`config.mk`:
```
export PLATFORM = sky130hd
export DESIGN_NAME = cahv_pem_fifo
export DESIGN_NICKNAME = d
export VERILOG_FILES = /design/src/design/cahv_pem_pkg.sv /design/src/design/cahv_pem_fifo.sv
export SDC_FILE = /design/constraint.sdc
export NUM_CORES = 1
export LEC_CHECK = 0
export ABC_AREA = 1
export BUFFER_PORTS_ARGS = -buffer_cell sky130_fd_sc_hd__clkbuf_2
export CORE_ASPECT_RATIO = 1.5
export CORE_MARGIN = 2
export CORE_UTILIZATION = 55
export DETAILED_ROUTE_END_ITERATION = 6
export PLACE_DENSITY = 0.76
export SLEW_MARGIN = 0
export SYNTH_ARGS = -nofsm -noshare
export SYNTH_HDL_FRONTEND = slang
export SYNTH_SLANG_ARGS = --single-unit
```
`constraint.sdc`:
```
create_clock -name clk_i -period 9.95 [get_ports clk_i]
set_clock_uncertainty 0.05 [all_clocks]
set_input_delay 1.99 -clock clk_i [delete_from_list [all_inputs] [get_ports clk_i]]
set_output_delay 1.99 -clock clk_i [all_outputs]
set_load 0.05 [all_outputs]
```
`src/design/cahv_pem_pkg.sv`:
```
package cahv_pem_pkg;

  localparam int CoordW    = 32;
  localparam int MaskW     = 8;
  localparam int CompW     = 21;
  localparam int VecW      = 63;
  localparam int DeltaW    = 35;  // exact 2*(midpoint - center)
  localparam int ProdW     = 56;
  localparam int SumW      = 58;
  localparam int QuotW     = 32;
  localparam int FracShift = 20;
  localparam int LowW      = QuotW - FracShift;
  localparam int CfgIdxW   = 3;

  localparam logic signed [MaskW-1:0] MaskVisible = 8'sd2;

  typedef enum logic [CfgIdxW-1:0] {
    RegCenterX = 3'd0,
    RegCenterY = 3'd1,
    RegCenterZ = 3'd2,
    RegAxis    = 3'd3,
    RegHoriz   = 3'd4,
    RegVert    = 3'd5
  } cfg_reg_e;

  typedef enum logic [1:0] {
    StatusValid  = 2'd0,
    StatusMasked = 2'd1,
    StatusBad    = 2'd2
  } status_e;

  typedef logic [SumW-1:0] mag_t;

  // Classified request handed from the front end to the divider.
  typedef struct packed {
    mag_t mag_a;
    mag_t mag_h;
    mag_t mag_v;
    logic a_neg;
    logic a_zero;
    logic h_neg;
    logic h_zero;
    logic v_neg;
    logic v_zero;
    logic masked;
  } job_t;

endpackage

```
`src/design/cahv_pem_fifo.sv`:
```
module cahv_pem_fifo import cahv_pem_pkg::*; #(
  parameter int Depth = 4
) (
  input  logic clk_i,
  input  logic rst_ni,
  input  logic push_valid_i,
  input  job_t push_data_i,
  output logic full_o,
  input  logic pop_ready_i,
  output logic pop_valid_o,
  output job_t pop_data_o
);

  localparam int PtrW = (Depth > 1) ? $clog2(Depth) : 1;
  localparam int CntW = $clog2(Depth + 1);

  job_t            mem_q [Depth];
  logic [PtrW-1:0] wr_ptr_q, wr_ptr_d, rd_ptr_q, rd_ptr_d;
  logic [CntW-1:0] count_q, count_d;
  logic            push, pop;

  assign full_o      = (count_q == CntW'(Depth));
  assign pop_valid_o = (count_q != '0);
  assign push        = push_valid_i && !full_o;
  assign pop         = pop_ready_i && pop_valid_o;
  assign pop_data_o  = mem_q[rd_ptr_q];

  always_comb begin
    wr_ptr_d = wr_ptr_q;
    rd_ptr_d = rd_ptr_q;
    count_d  = count_q;
    if (push) begin
      wr_ptr_d = (wr_ptr_q == PtrW'(Depth - 1)) ? '0 : wr_ptr_q + 1'b1;
    end
    if (pop) begin
      rd_ptr_d = (rd_ptr_q == PtrW'(Depth - 1)) ? '0 : rd_ptr_q + 1'b1;
    end
    if (push && !pop) begin
      count_d = count_q + 1'b1;
    end else if (pop && !push) begin
      count_d = count_q - 1'b1;
    end
  end

  always_ff @(posedge clk_i or negedge rst_ni) begin
    if (!rst_ni) begin
      wr_ptr_q <= '0;
      rd_ptr_q <= '0;
      count_q  <= '0;
    end else begin
      wr_ptr_q <= wr_ptr_d;
      rd_ptr_q <= rd_ptr_d;
      count_q  <= count_d;
    end
  end

  always_ff @(posedge clk_i) begin
    if (push) begin
      mem_q[wr_ptr_q] <= push_data_i;
    end
  end

endmodule

```
==> results.yml <==
final_layout:
  final_cell_area_um2: 34000
  final_common_cell: "edfxtp_1"
  drive_gt1_frac: 0.246
  final_cell_mix: "edfxtp_1 (724), nand2_1 (558), inv_1 (376)"
  stdcell_count: 3261
  area_delta_synth_final_pct: 14.5
  final_util: 0.636
  finalNetCount: 2701
critical_path:
  reg2reg_from: "count_q[0]"
  critPathLaunchType: "flop"
  crit_type: "flop to primary output"
  cp_slowest_cell: "dfrtp_4"
  rr_endpoint: "mem_q[3][0]"
  r2r_cells: 6
  required_ns: 7.91
  crit_chain: "buf_12 -> buf_4 -> o211ai_1 -> nand2_1 -> clkbuf_2"
  crit_buf_inv: 3
  slowest_delay_ns: 1.13
  crit_fanout: 228
  crit_family: "buffers and inverters"
  critPathCaptureType: "primary output"
  cp.arrival_ns: 3.88
  reg2reg_slack_ns: 6.67
min_path:
  holdCritPathClass: "flop to flop"
  whs_path_depth: 2
  min_from: "count_q[2]"
  worstHoldEndpoint: "count_q[2]"
synth:
  syn_area_um2: 29700
  synth_nets: 2363
  ys_types: 19
  synth-seq-area-share: 0.738
  synth-seq-cells: 731
  avgSynthCellArea_um2: 13.7
  ys.warnings.count: 0
  synthCells: 2171
global_route:
  grt_overflow: 0
  grt_pass1_vias: 17600
  grt_pass1_wl_um: 95800
  grt_max_degree: 229
  grt_usage: 0.222
  grt_antenna_before_repair: 14
sta:
  hold_viol: 0
  slew_violations: 0
  whs_ns: 0.484
  rsz0062_at_grt: "no"
  fin_ws_ns: 4.03
  tightest_slew_ns: 1.19
  fin_crit_sh: 0.595
  finalCriticalPeriod_ns: 5.92
  setup_viol: 0
  max_freq_mhz: 169
  relSlewSlack: 0.206
placed_design:
  gp_congestion: 0.826
  place_area_um2: 32000
  place_ws_ns: 4.74
  dp_hpwl_um: 38800
  io_buffers: 367
  placedCellCount: 3130
die:
  die_y_um: 289
  ioPinCount: 368
  die-width_um: 194
  core-area_um2: 53500
  die-area_um2: 55900
  start_util: 0.556
  row_count: 104
detailed_routing:
  drc: 0
  vias: 17500
  via_per_inst: 5.35
  drt-initial-drc-count: 1223
  dr.pass1.iters: 5
  ant_nets: 0
  drt-total-wl_um: 62800
  wl_per_cell_um: 19.3
clock_tree:
  clk_pin_slew_ns: 0.07
  h-tree-depth: 3
  cts-root-buf: "clkbuf_16"
  clkSinkCount: 731
  cts_tree: "done"
  cts_setup_buffers: 0
  ctsResizeCount: 0
  numCtsBuffers: 66
  clock_path_buffers: 3
  insertion_delay_ns: 0.59
  cts_hold_buf: 0
power_and_ir_drop:
  p_per_area_nw_per_um2: 347
  p_leak_nw: 13.6
  ir_drop_mv: 0.303
run_status:
  status: "completed"
job:
  max-cap-violations: 0
## cell families after synthesis
| logic type | after synthesis | synth area share |
|---|---|---|
| flops | 731 | 0.738 |
| fa+ha+maj | 7 | 0.00320 |
| simple gates | 572 | 0.0726 |
| compound gates | 363 | 0.115 |
| xor+xnor | 1 | 0.000295 |
| buf+inv | 497 | 0.0711 |
## flip-flops by register name (all words and copies together) (netlist names)
signal,count
mem_q,724
rd_ptr_q,2
wr_ptr_q,2
count_q,3
## cell usage after synthesis
library cell / n / area, µm²
ha_1: 6 / 75.1
nand3_1: 7 / 35.0
edfxtp_1: 724 / 21700
nor2_1: 6 / 22.5
inv_2: 1 / 3.75
nand4_1: 1 / 6.26
buf_4: 4 / 30.0
fa_1: 1 / 20.0
xnor2_1: 1 / 8.76
buf_1: 3 / 11.3
dfrtp_1: 7 / 175
o211ai_2: 140 / 1750
inv_1: 376 / 1410
buf_2: 84 / 420
nand2_1: 558 / 2090
clkbuf_1: 12 / 45.0
o21ai_0: 1 / 5.00
buf_6: 17 / 191
o211ai_1: 222 / 1670
## cell type report
type / instances / area [µm²]
Clock buffer: 80 / 1770
Sequential cell: 731 / 21900
Multi-Input combinational cell: 943 / 5720
Inverter: 377 / 1420
Clock inverter: 38 / 277
Fill cell: 3871 / 19400
Tap cell: 689 / 862
Antenna cell: 13 / 32.5
Timing Repair Buffer: 390 / 2030
## power by group
part / internal (W) / switching [W]
Sequential: 0.00405 / 0.000268
Combinational: 0.00110 / 0.00400
Clock: 0.00135 / 0.00106
Total: 0.00649 / 0.00533
## how the worst max path moves through the flow
stage,from,to,slack [ns],cells past startpoint
5_1_grt,rd_ptr_q[0],pop_data_o[50],3.77,5
2_1_floorplan,push_valid_i,mem_q[0][0],-0.47,2
3_5_place_dp,rd_ptr_q[0],pop_data_o[24],4.74,5
6_report,rd_ptr_q[0],pop_data_o[24],4.03,5
4_1_cts,rd_ptr_q[0],pop_data_o[24],4.09,6
3_3_place_gp,rd_ptr_q[0],pop_data_o[49],4.84,5
## layer usage
layer / vias to the layer above / track usage / part of all wire
met3: 139 / 0.0523 / 0.064
li1: 8267 / - / -
met1: 8511 / 0.254 / 0.37
met5: - / 0 / 0.00064
met2: 528 / 0.391 / 0.52
met4: 6 / 0.108 / 0.038
## metrics by stage
| stage | setup TNS [ns] | power (W) |
|---|---|---|
| finish | 0 | 0.0118 |
| detailed placement | 0 | 0.00952 |
| global route | 0 | 0.0124 |
| floorplan | -336.84 | 0.00846 |
| CTS | 0 | 0.0119 |
| global placement | 0 | 0.00941 |
## worst min-delay path: stages, from the launching register on
cell	delay (ns)
dfrtp_1	0.37
nand2_1	0.07
nand2_1	0.06
Note: power is estimated with default switching activity, not from simulation.
